$ cat src/rtl/mtfws_pkg.sv
// Package for the move-to-front window stack: sizes, command codes and the cell command bundle.
package mtfws_pkg;

  localparam int STACK_DEPTH = 16;
  localparam int ID_BITS     = 16;
  localparam int CNT_BITS    = $clog2(STACK_DEPTH + 1);

  localparam logic [1:0] KIND_OPEN   = 2'd0;
  localparam logic [1:0] KIND_SWITCH = 2'd1;
  localparam logic [1:0] KIND_CLOSE  = 2'd2;

  // Command broadcast to every cell in the row
  typedef struct packed {
    logic               en;
    logic [1:0]         kind;
    logic               full;
    logic [ID_BITS-1:0] id;
  } cmd_t;

endpackage

$ cat src/rtl/mtfws_cell.sv
// One stack slot: holds an identifier and a valid bit, shifts with its neighbors.
module mtfws_cell (
  input  logic                         clk,
  input  logic                         rst,
  input  mtfws_pkg::cmd_t              cmd,
  input  logic [mtfws_pkg::ID_BITS-1:0] up_id,
  input  logic                         up_valid,
  input  logic [mtfws_pkg::ID_BITS-1:0] down_id,
  input  logic                         down_valid,
  input  logic                         hit_in,
  input  logic                         found,
  output logic [mtfws_pkg::ID_BITS-1:0] id,
  output logic                         valid,
  output logic                         hit_out
);
  import mtfws_pkg::*;

  logic hit;

  // match chain: hit_out is set at and below the topmost match
  assign hit     = valid && (id == cmd.id);
  assign hit_out = hit_in | hit;

  // slot identifier
  always_ff @(posedge clk) begin
    if (cmd.en) begin
      case (cmd.kind)
        KIND_OPEN: begin
          if (!cmd.full) id <= up_id;
        end
        KIND_SWITCH: begin
          // slots from the top down to the topmost match rotate by one
          if (found && !hit_in) id <= up_id;
        end
        KIND_CLOSE: begin
          if (hit_out) id <= down_id;
        end
        default: ;
      endcase
    end
  end

  // slot occupancy
  always_ff @(posedge clk) begin
    if (rst) begin
      valid <= 1'b0;
    end else if (cmd.en) begin
      case (cmd.kind)
        KIND_OPEN: begin
          if (!cmd.full) valid <= up_valid;
        end
        KIND_CLOSE: begin
          if (hit_out) valid <= down_valid;
        end
        default: ;
      endcase
    end
  end

endmodule

$ cat src/rtl/move_to_front_window_stack_top.sv
// Top level of the move-to-front window stack: command intake, cell row, result register.
//
//   channel  signals                                          direction
//   -------  -----------------------------------------------  ---------
//   in       in_valid, in_stall, kind, window_id              command in
//   out      out_valid, out_stall, top_window, stack_empty,   result out
//            entry_count, overflow
//
// One command word per cycle while no result is stalled: every cell compares and shifts
// in the cycle of acceptance. The result word is visible the cycle after; its fields come
// straight from the cell registers, which hold while the result is stalled. A new word is
// taken in the cycle the pending result leaves. Reset clears the valid bits and the count;
// slot ids are not reset.
module move_to_front_window_stack_top (
  input  logic        clk,
  input  logic        rst,
  input  logic        in_valid,
  output logic        in_stall,
  input  logic [1:0]  kind,
  input  logic [15:0] window_id,
  output logic        out_valid,
  input  logic        out_stall,
  output logic [15:0] top_window,
  output logic        stack_empty,
  output logic [4:0]  entry_count,
  output logic        overflow
);
  import mtfws_pkg::*;

  cmd_t                cmd;
  logic                accept;
  logic                full;
  logic                found;
  logic [CNT_BITS-1:0] count;
  logic [CNT_BITS-1:0] count_next;
  logic [ID_BITS-1:0]  cell_id    [STACK_DEPTH];
  logic [STACK_DEPTH-1:0] cell_valid;
  logic [STACK_DEPTH-1:0] cell_hit;
  logic                overflow_next;

  assign in_stall = out_valid && out_stall;
  assign accept   = in_valid && !in_stall;
  assign full     = cell_valid[STACK_DEPTH-1];
  assign found    = cell_hit[STACK_DEPTH-1];

  assign cmd.en   = accept;
  assign cmd.kind = kind;
  assign cmd.full = full;
  assign cmd.id   = ID_BITS'(window_id);

  // row of cells, top of stack at index 0
  for (genvar i = 0; i < STACK_DEPTH; i++) begin : g_cell
    logic [ID_BITS-1:0] up_id, down_id;
    logic               up_valid, down_valid, hit_in;
    if (i == 0) begin : g_first
      assign up_id    = cmd.id;
      assign up_valid = 1'b1;
      assign hit_in   = 1'b0;
    end else begin : g_mid
      assign up_id    = cell_id[i-1];
      assign up_valid = cell_valid[i-1];
      assign hit_in   = cell_hit[i-1];
    end
    if (i == STACK_DEPTH - 1) begin : g_last
      assign down_id    = cell_id[i];
      assign down_valid = 1'b0;
    end else begin : g_inner
      assign down_id    = cell_id[i+1];
      assign down_valid = cell_valid[i+1];
    end
    mtfws_cell u_cell (
      .clk        (clk),
      .rst        (rst),
      .cmd        (cmd),
      .up_id      (up_id),
      .up_valid   (up_valid),
      .down_id    (down_id),
      .down_valid (down_valid),
      .hit_in     (hit_in),
      .found      (found),
      .id         (cell_id[i]),
      .valid      (cell_valid[i]),
      .hit_out    (cell_hit[i])
    );
  end

  // entry count and drop flag
  always_comb begin
    count_next    = count;
    overflow_next = 1'b0;
    case (kind)
      KIND_OPEN: begin
        if (full) overflow_next = 1'b1;
        else      count_next    = count + 1'b1;
      end
      KIND_CLOSE: begin
        if (found) count_next = count - 1'b1;
      end
      default: ;
    endcase
  end

  always_ff @(posedge clk) begin
    if (rst) begin
      count     <= '0;
      overflow  <= 1'b0;
      out_valid <= 1'b0;
    end else begin
      if (accept) begin
        count    <= count_next;
        overflow <= overflow_next;
      end
      if (accept)          out_valid <= 1'b1;
      else if (!out_stall) out_valid <= 1'b0;
    end
  end

  // result fields read from the state registers
  assign stack_empty = !cell_valid[0];
  assign top_window  = cell_valid[0] ? 16'(cell_id[0]) : 16'd0;
  assign entry_count = 5'(count);

  // count tracks the valid cells
  a_count_match: assert property (@(posedge clk) disable iff (rst)
    $countones(cell_valid) == 32'(count))
    else $error("entry count differs from number of valid cells");

  // valid cells form a contiguous run from the top
  a_valid_contig: assert property (@(posedge clk) disable iff (rst)
    ((cell_valid + 1'b1) & cell_valid) == '0)
    else $error("gap in valid cells");

  // a dropped open only ever happens on a full stack
  a_overflow_full: assert property (@(posedge clk) disable iff (rst)
    overflow |-> (32'(count) == STACK_DEPTH))
    else $error("overflow reported on a stack that is not full");

  // an accepted word always yields a result next cycle
  a_accept_result: assert property (@(posedge clk) disable iff (rst)
    accept |=> out_valid)
    else $error("accepted word gave no result");

endmodule
$ cat config.mk
export PLATFORM = sky130hd
export DESIGN_NAME = move_to_front_window_stack_top
export DESIGN_NICKNAME = d
export VERILOG_FILES = /design/src/rtl/mtfws_pkg.sv /design/src/rtl/mtfws_cell.sv /design/src/rtl/move_to_front_window_stack_top.sv
export SDC_FILE = /design/constraint.sdc
export NUM_CORES = 1
export LEC_CHECK = 0
export ABC_AREA = 1
export BUFFER_PORTS_ARGS = -buffer_cell sky130_fd_sc_hd__buf_2
export CORE_MARGIN = 10
export CORE_UTILIZATION = 35
export DETAILED_ROUTE_END_ITERATION = 10
export GPL_TIMING_DRIVEN = 0
export PLACE_DENSITY_LB_ADDON = 0.08
export REMOVE_ABC_BUFFERS = 1
export SYNTH_ARGS = -nofsm -noshare
export SYNTH_HDL_FRONTEND = slang
export SYNTH_SLANG_ARGS = --single-unit
$ cat constraint.sdc
create_clock -name clk -period 4.6 [get_ports clk]
set_input_delay 0.92 -clock clk [delete_from_list [all_inputs] [get_ports clk]]
set_output_delay 0.92 -clock clk [all_outputs]
set_load 0.01 [all_outputs]
==> metrics.md, run 1 <==
| Metric | Value |
|---|---|
| Data arrival time of the critical path | `4.71 ns` |
| Area growth from synthesis to final layout | `11.4%` |
| Final Core Density | `39.4%` |
| Final Wtd Congestion | `0.921` |
| Synthesis Warnings | `0` |
| Core region area | `47,700 sq um` |
| Portion of the post-synthesis area used by sequential elements | `48.2%` |
| Number of diodes | `0` |
| Clk_lat worst skew | `0.56 ns` |
| Fmax | `221 MHz` |
| Number of DRC violations after detailed routing | `0` |
| H-tree lvl count | `2` |
| Hold path startpoint | `g_cell[14].u_cell.id[7]` |
| Distinct cell type count of the synthesized netlist | `52` |
| Detailed Place HPWL | `46,900 microns` |
| Worst Reg-to-Reg Cells | `12` |
| Commonest register cell after synthesis | `edfxtp_1` |
| Cell area power density | `345 nW/um^2` |
| Overall routing resource usage | `23.3%` |
| Vias post-DR | `15,300` |
| Most prevalent standard cell on the critical path | `nor2_4` |
| Wire length of the first global-routing pass | `98,300 microns` |
| Maximum fanout along the worst path | `18` |
| Cell with the largest stage delay on the worst path | `nor4_1` |
| Largest incremental delay on the critical path | `0.62 ns` |
| Post-Route WL | `67,700 microns` |
| Final cycle utilization of the critical path | `98.4%` |
| Maximum VDD drop | `0.000237 V` |
| Number of clock buffers inserted by TritonCTS | `36` |
| CP required | `4.78 ns` |
| Port-buffer cells | `46` |
| I/O pin count | `47` |
| Register bit count reported by yosys | `279` |
| Net count reported at finish | `2,197` |
| Detailed-route vias per instance | `5.43` |
| Normalized max-slew margin | `35.9%` |
| Number of slew-limit violations in the final report | `0` |
| Cell Area, Synth | `16,900 sq um` |
| Worst setup timing slack at the placement stage | `-0.945 ns` |
| End point of the most critical hold path | `g_cell[15].u_cell.id[7]` |
| Pre-Repair DR Iteration Count | `6` |
| Die Span Y | `240 microns` |
| CTS clock-pin slew for the worst setup and hold paths | `0.06 ns` |
| Final clock skew | `0.0224 ns` |
| Static power due to leakage | `7.77 nW` |
| WP buf/inv | `3` |
| Main area contributors after synthesis | `edfxtp_1 (45%), nand2_1 (16%), o21ai_0 (7.7%), inv_1 (5.5%), nor2_1 (4.1%)` |
| Hold Fails Final Rpt | `0` |
| Reg-to-reg critical path endpoint | `g_cell[1].u_cell.id[4]` |
| Slew at the pin closest to its max-slew limit | `0.952 ns` |
| Cell breakdown of the critical path | `buf_2, inv_2, nand2_1, nand4_1, nor4_1, nand4_1, nor4_1, nor2_4, nand4_4, nor2_4, nand2_4, a31oi_4, buf_4, nor2_4` |
| Cell count after synthesis | `2,176` |
| Non-Filler Instances | `2,810` |
| Post-DRT Antenna Nets | `0` |
| Row count | `80` |
| Clock root buffer | `clkbuf_16` |
| Clock sink total | `279` |
| Final number of setup-violating endpoints | `0` |
| Inst Count DP | `2,744` |
| Worst hold path class | `reg2reg` |
| Fraction of layout instances using a drive strength above 1 | `7.43%` |
| Instance count along the most critical hold path | `0` |
| Via count of the first global-routing pass | `14,800` |
| TritonCTS clock tree | `done` |
| Average size of a mapped cell | `7.77 sq um` |
| Setup slack, reg-to-reg | `1.00 ns` |
| Total Die Area | `57,500 sq um` |
| Area leader, netlist | `edfxtp_1` |
| Post-route minimum period | `4.53 ns` |
| Maximum buffer depth of the clock tree | `3` |
| Origin of the critical flop-to-flop path | `g_cell[10].u_cell.id[13]` |
| Initial drt markers | `1,480` |
| Die extent in x | `240 microns` |
| Crit path from | `window_id[13]` |
| Setup Crit Path Kind | `in2reg` |
| Overall Power | `6.50 mW` |
| Antenna violations before repair | `0` |
| Detailed-route wire length per cell | `24.1 microns` |
| Setup repair after global routing missed its margin | `no` |
| Yosys top cell area share | `45.5%` |
| Max Cap Viol | `0` |
| Endpoint type of the worst setup path | `flip-flop` |
| Maximum number of pins on one net before global-route repair | `77` |
| Post-layout instance area | `18,800 sq um` |
| Total overflow reported by the global router | `0` |
| Final worst slack | `0.0727 ns` |
| Starting density of the core | `35.4%` |
| Placed inst area | `17,700 sq um` |
| Synth async-reset ratio | `0%` |
| Outcome | `finished, final reports clean` |
| Gate family responsible for the most delay along the worst path | `simple AND/OR/NAND/NOR gates` |
| Element type at the critical path start | `input pin` |
| Number of enable-type register cells in the synthesized netlist | `256` |
routing by layer:
layer / wire length, microns / up-vias / GRT usage [%]
met3: 4990 / 114 / 4.91
met1: 29100 / 7382 / 30.0
met2: 31600 / 593 / 38.0
met4: 1990 / 0 / 7.83
li1: - / 7175 / -
met5: 0 / - / 0
cells in the final DEF (no fill, tap or decap), types with 3 or more instances in the layout:
cell       Yosys  layout
nand2_1      703     703
o21ai_0      260     260
edfxtp_1     256     256
inv_1        246     245
nor2_1       186     181
nand4_1       60      60
nand3_1       47      47
buf_2         24      45
xor2_1        42      42
nor3_1        42      42
clkbuf_16      0      37
a21oi_1       32      30
xnor2_1       28      28
nor4_1        28      28
dfxtp_1       23      23
nor2_4         3      16
o22ai_1       12      12
clkbuf_1      59      12
inv_2         12      11
clkinv_1       0      10
buf_12         0       9
or2_2          7       7
o2111ai_1      7       7
clkinv_2       5       5
o21ai_1        5       5
o2111a_1       5       5
nand3b_1       4       4
a2111oi_0      4       4
a211oi_1       4       4
a31oi_1        4       4
buf_4         12       4
inv_4          0       3
a21oi_2        1       3
nor2_2        11       3
nor4b_1        3       3
ha_1           3       3
buf_8          0       3
buf_16         0       3
cell families after synthesis:
family | count (synthesis) | synth area share [%]
simple gates | 1110 | 27.8
buf+inv | 370 | 9.01
compound gates | 343 | 11.0
flops | 279 | 48.2
xor+xnor | 70 | 3.63
fa+ha+maj | 4 | 0.341
worst register-to-register path: stages (launching register included):
cell and delay [ns]:
edfxtp_1 0.50, nand2_1 0.11, nand4_1 0.10, nor4_1 0.50, nand4_1 0.17, nor4_1 0.62
nor2_4 0.14, nand4_4 0.13, nor2_4 0.07, nand2_4 0.11, a31oi_4 0.13, buf_4 0.22
nor2_4 0.44
cell usage after synthesis (5+ instances only):
| cell | number |
|---|---|
| clkbuf_1 | 59 |
| or2_2 | 7 |
| inv_2 | 12 |
| buf_1 | 5 |
| dfxtp_1 | 23 |
| buf_6 | 7 |
| o22ai_1 | 12 |
| nor2_2 | 11 |
| xor2_1 | 42 |
| o2111ai_1 | 7 |
| edfxtp_1 | 256 |
| nand4_1 | 60 |
| o2111a_1 | 5 |
| nand3_1 | 47 |
| a21oi_1 | 32 |
| o21ai_1 | 5 |
| o21ai_0 | 260 |
| inv_1 | 246 |
| buf_4 | 12 |
| xnor2_1 | 28 |
| clkinv_2 | 5 |
| nor4_1 | 28 |
| nand2_1 | 703 |
| nor3_1 | 42 |
| buf_2 | 24 |
| nor2_1 | 186 |
where the power goes:
part	internal, mW	total [mW]	switching [mW]
Sequential	2.91	3.02	0.113
Clock	1.47	2.63	1.16
Combinational	0.236	0.846	0.610
per-stage QoR:
step / hold WS, ns / setup TNS (ns)
detailed placement: 0.475 / -188.73
global route: 0.497 / 0
CTS: 0.482 / -20.22
global placement: 0.461 / -
finish: 0.481 / 0
floorplan: 0.450 / -6049.75
how the worst max path moves through the flow:
stage                              end  slack, ns  depth (start not counted)
3_5_place_dp    g_cell[9].u_cell.id[9]      -0.94                         15
2_1_floorplan           entry_count[4]     -16.49                          8
5_1_grt         g_cell[1].u_cell.id[4]       0.07                         14
3_3_place_gp   g_cell[5].u_cell.id[14]     -33.33                         10
4_1_cts         g_cell[6].u_cell.id[2]      -0.17                         13
6_report        g_cell[1].u_cell.id[4]       0.07                         14
repair_timing:
item | 4_1_cts | 5_1_grt
setup buffers | 1 | 3
pin swaps | 0 | 1
hold buffers | 0 | 0
endpoints found under the setup margin | 203 | 201
resized for setup | 8 | 10
layout make-up:
type / count / area, sq um
multi-input combinational: 1527 / 7320
clock inverter: 13 / 52.6
sequential: 279 / 8150
timing repair buffer: 64 / 563
clock buffer: 49 / 971
inverter: 263 / 1010
fill: 5001 / 28900
tap: 615 / 769
registers in the layout (all words and copies together) (netlist names):
signal	count
g_cell.u_cell.valid	16
g_cell.u_cell.id	256
entry_count	5
overflow	1
out_valid	1
No activity file was read; power rests on OpenSTA's default activity.
==> run 2: changes to the inputs <==
Settings changed: CORE_UTILIZATION 35 to 30, CTS_BUF_LIST set to sky130_fd_sc_hd__clkbuf_4.
==> run 2 against run 1 <==
The run now ends with setup timing left. Critical path depth shrank 5. Sequential power is essentially flat. Setup slack lost 0.23 ns. Non-clock buffer count shrank 4.
==> metrics.md, run 2 (synthesis results as in run 1) <==
| Metric | Value |
|---|---|
| Origin of the critical flop-to-flop path | `g_cell[12].u_cell.id[8]` |
| Row count | `86 (+7.5%)` |
| Fraction of layout instances using a drive strength above 1 | `11.0% (+3.6 points)` |
| Register with the most flip-flops | `g_cell.u_cell.id` |
| Filler Cell Count | `6,067 (+21%)` |
| Hold path startpoint | `in_valid` |
| Violated checks | `setup timing` |
| Cell with the largest stage delay on the worst path | `nor2_2` |
| Number of DRC violations after detailed routing | `0 (unchanged)` |
| H-tree lvl count | `3 (+1)` |
| Die Span Y | `257 microns (+7.3%)` |
| Via count of the first global-routing pass | `15,300 (+3.6%)` |
| Post-Route WL | `70,600 microns (+4.2%)` |
| WP buf/inv | `2 (-1)` |
| Number of clock buffers inserted by TritonCTS | `86 (+140%)` |
| Post-route minimum period | `4.76 ns (+0.234 ns)` |
| Leading cell types in the layout, fill and taps excluded | `nand2_1 (703), o21ai_0 (260), edfxtp_1 (256)` |
| Clk_lat worst skew | `0.82 ns (+0.26 ns)` |
| Hold Fails Final Rpt | `0 (unchanged)` |
| Worst hold path class | `in2reg` |
| CTS clock-pin slew for the worst setup and hold paths | `0.06 ns (about the same)` |
| Placed inst area | `17,800 sq um (+0.91%)` |
| End point of the most critical hold path | `out_valid` |
| Largest incremental delay on the critical path | `0.87 ns (+0.25 ns)` |
| TritonCTS clock tree | `done` |
| Die extent in x | `257 microns (+7.3%)` |
| Post-cts hold buffer count | `0 (unchanged)` |
| Worst-case hold slack | `0.375 ns (-0.106 ns)` |
| Port-buffer cells | `46 (unchanged)` |
| Largest register FFs | `256 (unchanged)` |
| I/O pin count | `47 (unchanged)` |
| Data arrival time of the critical path | `5.19 ns (+0.48 ns)` |
| Final cycle utilization of the critical path | `104% (+5.1 points)` |
| Number of slew-limit violations in the final report | `0 (unchanged)` |
| Antenna violations before repair | `2 (+2)` |
| Clock root buffer | `clkbuf_4` |
| Total Die Area | `66,200 sq um (+15%)` |
| Post-DRT Antenna Nets | `0 (unchanged)` |
| Detailed-route vias per instance | `5.17 (-4.9%)` |
| Element type at the critical path start | `input pin` |
| Area growth from synthesis to final layout | `11.6%` |
| Cell breakdown of the critical path | `buf_2, clkinv_2, a2111oi_0, nand2_1, nor4_1, nor2_4, nand2_4, a31oi_4, nor2_2` |
| Worst Reg-to-Reg Cells | `10 (-2)` |
| Setup repair after global routing missed its margin | `yes` |
| Endpoint type of the worst setup path | `flip-flop` |
| Slew at the pin closest to its max-slew limit | `1.02 ns (+0.0641 ns)` |
| Net count reported at finish | `2,243 (+2.1%)` |
| Setup slack, reg-to-reg | `0.54 ns (-0.46 ns)` |
| Detailed-route wire length per cell | `23.4 microns (-3.1%)` |
| Final number of setup-violating endpoints | `176 (+176)` |
| Maximum VDD drop | `0.000172 V (-27%)` |
| Setup Crit Path Kind | `in2reg` |
| CP required | `5.03 ns (+0.25 ns)` |
| Vias post-DR | `15,600 (+2.3%)` |
| Initial drt markers | `1,589 (+7.4%)` |
| Clock sink total | `279 (unchanged)` |
| Static power due to leakage | `7.85 nW (+0.99%)` |
| Pre-Repair DR Iteration Count | `6 (unchanged)` |
| Overall Power | `6.32 mW (-2.7%)` |
| Core region area | `55,400 sq um (+16%)` |
| Maximum number of pins on one net before global-route repair | `79 (+2.6%)` |
| Cell area power density | `335 nW/um^2 (-2.9%)` |
| Starting density of the core | `30.5% (-4.9 points)` |
| Gate family responsible for the most delay along the worst path | `simple AND/OR/NAND/NOR gates` |
| Most frequent standard cell in the layout excluding fill and tap cells | `nand2_1` |
| Number of setup buffers added after CTS | `0 (-1)` |
| Max Cap Viol | `0 (unchanged)` |
| Final worst slack | `-0.161 ns (-0.234 ns)` |
| Detailed Place HPWL | `48,700 microns (+3.8%)` |
| Outcome | `finished with violations` |
| Post-layout instance area | `18,900 sq um (+0.19%)` |
| Normalized max-slew margin | `31.6% (-4.3 points)` |
| Fmax | `210 MHz (-4.9%)` |
| Overall routing resource usage | `20.9% (-2.4 points)` |
| TNS Setup | `-17.49 ns (-17.49 ns)` |
| Total overflow reported by the global router | `0 (unchanged)` |
| Instance count along the most critical hold path | `3 (+3)` |
| Maximum fanout along the worst path | `19 (+1)` |
| Final clock skew | `0.0625 ns (+0.0401 ns)` |
| Maximum buffer depth of the clock tree | `3 (unchanged)` |
| Final Wtd Congestion | `0.847 (-8.0%)` |
| Reg-to-reg critical path endpoint | `g_cell[1].u_cell.id[1]` |
| Wire length of the first global-routing pass | `103,000 microns (+4.4%)` |
## run 2: how the worst max path moves through the flow
stage                  startpoint                        to  slack, ns  cells after the start
floorplan                 kind[1]            entry_count[4]     -16.49                      8
global placement          kind[1]    g_cell[5].u_cell.id[0]     -34.68                     10
detailed placement   window_id[9]   g_cell[9].u_cell.id[12]      -0.96                     19
CTS                  window_id[9]    g_cell[9].u_cell.id[5]      -0.10                     19
global route         window_id[9]  g_cell[14].u_cell.id[11]      -0.29                     19
finish              window_id[11]    g_cell[1].u_cell.id[1]      -0.16                      9
## run 2: power by group
| part | leakage [nW] | switching, mW | internal [mW] |
|---|---|---|---|
| Combinational | 4.67 | 0.609 | 0.228 |
| Sequential | 2.57 | 0.117 | 2.91 |
| Clock | 0.616 | 1.21 | 1.24 |
## run 2: cell type report
type | instances | area [sq um] | share of cell area [%]
Sequential cell | 279 | 8150 | 43.2
Multi-Input combinational cell | 1527 | 7260 | 38.5
Inverter | 263 | 996 | 5.28
Clock buffer | 127 | 953 | 5.05
Tap cell | 748 | 936 | 4.96
Timing Repair Buffer | 60 | 498 | 2.64
Clock inverter | 16 | 65.1 | 0.345
Antenna cell | 2 | 5.00 | 0.0265
## run 2: repair_timing
item	CTS	global route
endpoints found under the hold margin	0	0
endpoints found under the setup margin	98	192
pin swaps	0	0
gates resized for setup	0	1
## run 2: worst reg2reg max path: stages (launching register included)
cell and delay (ns):
edfxtp_1 0.48, xor2_1 0.21, nor3b_1 0.34, o2111ai_1 0.22
nor4_1 0.47, nand4_1 0.36, nand4_4 0.23, nor2_4 0.07
nand2_4 0.12, a31oi_4 0.29, nor2_2 0.87
## run 2: through the flow
step           setup slack [ns]  utilization, %  std cells
2_1_floorplan            -16.49               -       2069
3_3_place_gp             -34.68            31.7       2863
3_5_place_dp             -0.962            32.2       2877
4_1_cts                  -0.100            34.0       3020
5_1_grt                  -0.286            34.0       3022
6_report                 -0.161            34.0       3022
## run 2: routing by layer
metal | global-route usage, % | part of all wire [%] | vias up
li1 | - | - | 7329
met1 | 27.1 | 44 | 7541
met2 | 33.9 | 46 | 600
met3 | 4.71 | 6.7 | 143
met4 | 6.58 | 3.1 | 0
met5 | 0 | 0 | -
==> run 3: changes to the inputs <==
Clock period 4.6 ns to 5.55 ns, I/O delays scaled along.
==> run 3 against run 2 <==
The run now ends clean. Sequential power decreased by 17%. Total power down 17%. Sequential cell count did not move. Sequential share of layout area about the same. Combinational power is 17% lower. Critical endpoint is now g_cell[6].u_cell.id[11].
==> metrics.md, run 3 (synthesis results as in run 1) <==
| Metric | Value |
|---|---|
| Outcome | `finished, final reports clean` |
| Leading cell types in the layout, fill and taps excluded | `nand2_1 (703), o21ai_0 (260), edfxtp_1 (256)` |
| Detailed Place HPWL | `48,700 microns (unchanged)` |
| Number of setup buffers added after CTS | `0 (unchanged)` |
| Row count | `86 (unchanged)` |
| Antenna violations before repair | `2 (unchanged)` |
| Max Cap Viol | `0 (unchanged)` |
| CTS clock-pin slew for the worst setup and hold paths | `0.06 ns (about the same)` |
| Routed metal-1 wirelength | `30,900 microns (-0.61%)` |
| Overall routing resource usage | `20.9% (unchanged)` |
| Slew at the pin closest to its max-slew limit | `1.00 ns (-0.0117 ns)` |
| Cell area power density | `278 nW/um^2 (-17%)` |
| Vias post-DR | `15,600 (-0.26%)` |
| H-tree lvl count | `3 (unchanged)` |
| TritonCTS clock tree | `done` |
| Post-cts repair resize count | `0 (unchanged)` |
| Final clock skew | `0.0591 ns (-0.00334 ns)` |
| Setup repair after global routing missed its margin | `no` |
| Post-layout instance area | `18,900 sq um (about the same)` |
| Post-Route WL | `70,500 microns (-0.12%)` |
| Inst Count DP | `2,877 (unchanged)` |
| Port-buffer cells | `46 (unchanged)` |
| Detailed-route wire length per cell | `23.3 microns (-0.12%)` |
| I/O pin count | `47 (unchanged)` |
| WP buf/inv | `2 (unchanged)` |
| Total Die Area | `66,200 sq um (unchanged)` |
| Clk_lat worst skew | `0.82 ns (about the same)` |
| Number of DRC violations after detailed routing | `0 (unchanged)` |
| Sum of met2 wire segment lengths after detailed routing | `32,700 microns (+0.33%)` |
| Cell with the largest stage delay on the worst path | `nor2_2` |
| Crit path from | `window_id[11]` |
| Die Span Y | `257 microns (unchanged)` |
| Core region area | `55,400 sq um (unchanged)` |
| Wire length of the first global-routing pass | `103,000 microns (unchanged)` |
| Maximum number of pins on one net before global-route repair | `79 (unchanged)` |
| Worst hold path class | `reg2reg` |
| Most frequent standard cell in the layout excluding fill and tap cells | `nand2_1` |
| CP required | `5.94 ns (+0.91 ns)` |
| Met3 wire length | `4820 microns (+1.3%)` |
| Final Core Density | `34.0% (about the same)` |
| Maximum VDD drop | `0.000142 V (-17%)` |
| Maximum fanout along the worst path | `19 (unchanged)` |
| Final cycle utilization of the critical path | `89.0%` |
| Normalized max-slew margin | `32.4% (+0.79 points)` |
| Maximum buffer depth of the clock tree | `3 (unchanged)` |
| Placed inst area | `17,800 sq um (unchanged)` |
| Final Wtd Congestion | `0.847 (unchanged)` |
| Final worst slack | `0.611 ns (+0.772 ns)` |
| Fmax | `202 MHz` |
| Worst setup timing slack at the placement stage | `-0.202 ns (+0.760 ns)` |
| Post-cts hold buffer count | `0 (unchanged)` |
| Register with the most flip-flops | `g_cell.u_cell.id` |
| Fraction of layout instances using a drive strength above 1 | `11.0% (unchanged)` |
| Largest register FFs | `256 (unchanged)` |
| Area growth from synthesis to final layout | `11.6% (about the same)` |
| Net count reported at finish | `2,243 (unchanged)` |
| Area occupied by multi-input gates | `7260 sq um (about the same)` |
| Static power due to leakage | `7.85 nW (about the same)` |
| Hold Fails Final Rpt | `0 (unchanged)` |
| Initial drt markers | `1,484 (-6.6%)` |
| Endpoint type of the worst setup path | `flip-flop` |
| Clock sink total | `279 (unchanged)` |
| Starting density of the core | `30.5% (unchanged)` |
| Number of slew-limit violations in the final report | `0 (unchanged)` |
| Non-Filler Instances | `3,022 (unchanged)` |
| Element type at the critical path start | `input pin` |
| Largest incremental delay on the critical path | `0.83 ns (-0.04 ns)` |
| Final number of setup-violating endpoints | `0 (-100%)` |
| Clock root buffer | `clkbuf_4` |
| Post-route minimum period | `4.94 ns` |
| Hold path startpoint | `out_valid` |
| Cell breakdown of the critical path | `buf_2, clkinv_2, a2111oi_0, nand2_1, nor4_1, nor2_4, nand2_4, a31oi_4, nor2_2` |
| Total overflow reported by the global router | `0 (unchanged)` |
| Uppermost layer routed | `met4` |
| Number of clock buffers inserted by TritonCTS | `86 (unchanged)` |
| Detailed-route vias per instance | `5.15 (-0.26%)` |
| Post-DRT Antenna Nets | `0 (unchanged)` |
| Pre-Repair DR Iteration Count | `6 (unchanged)` |
| Data arrival time of the critical path | `5.33 ns (+0.14 ns)` |
| Filler Cell Count | `6,069 (+0.033%)` |
| Footprint of the flip-flops and latches | `8150 sq um (unchanged)` |
| Gate family responsible for the most delay along the worst path | `simple AND/OR/NAND/NOR gates` |
| Overall Power | `5.24 mW (-17%)` |
| Origin of the critical flop-to-flop path | `g_cell[13].u_cell.id[3]` |
| Via count of the first global-routing pass | `15,300 (unchanged)` |
| Die extent in x | `257 microns (unchanged)` |
| Setup Crit Path Kind | `in2reg` |
| Setup slack, reg-to-reg | `1.62 ns (+1.08 ns)` |
==> run 3: cell type report <==
| cell class | instances | area share (%) |
|---|---|---|
| multi-input combinational | 1527 | 38.5 |
| antenna | 2 | 0.0265 |
| clock inverter | 16 | 0.345 |
| tap | 748 | 4.96 |
| clock buffer | 127 | 5.06 |
| sequential | 279 | 43.2 |
| inverter | 263 | 5.28 |
| timing repair buffer | 60 | 2.64 |
==> run 3: metrics by stage <==
step | TNS, ns | hold slack, ns
after floorplan | -5668.99 | 0.450
after global placement | - | 0.460
after detailed placement | -23.51 | 0.465
after CTS | 0 | 0.479
after global routing | 0 | 0.479
final | 0 | 0.480
==> run 3: worst paths after layout <==
| check | to | depth (start not counted) |
|---|---|---|
| min | out_valid | 2 |
| min reg2reg | out_valid | 2 |
| max reg2reg | g_cell[6].u_cell.id[11] | 11 |
| max | g_cell[6].u_cell.id[11] | 9 |
==> run 3: per-layer routing <==
layer,vias to the layer above,GRT usage [%]
met1,7494,27.1
met4,0,6.58
li1,7326,-
met2,613,33.9
met3,139,4.71
met5,-,0
==> run 3: worst register-to-register path: stages, from the launching register on <==
cell	delay [ns]
edfxtp_1	0.42
inv_1	0.13
nor2_1	0.05
a2111oi_0	0.64
nand2_1	0.13
nor4_1	0.30
nand3_1	0.30
nand4_4	0.21
nor2_4	0.07
nand2_4	0.12
a31oi_4	0.28
nor2_2	0.84
==> run 3: report_power, final <==
group	total [mW]	switching [mW]	internal, mW
sequential	2.51	0.0964	2.41
clock	2.03	1.00	1.03
combinational	0.693	0.504	0.189
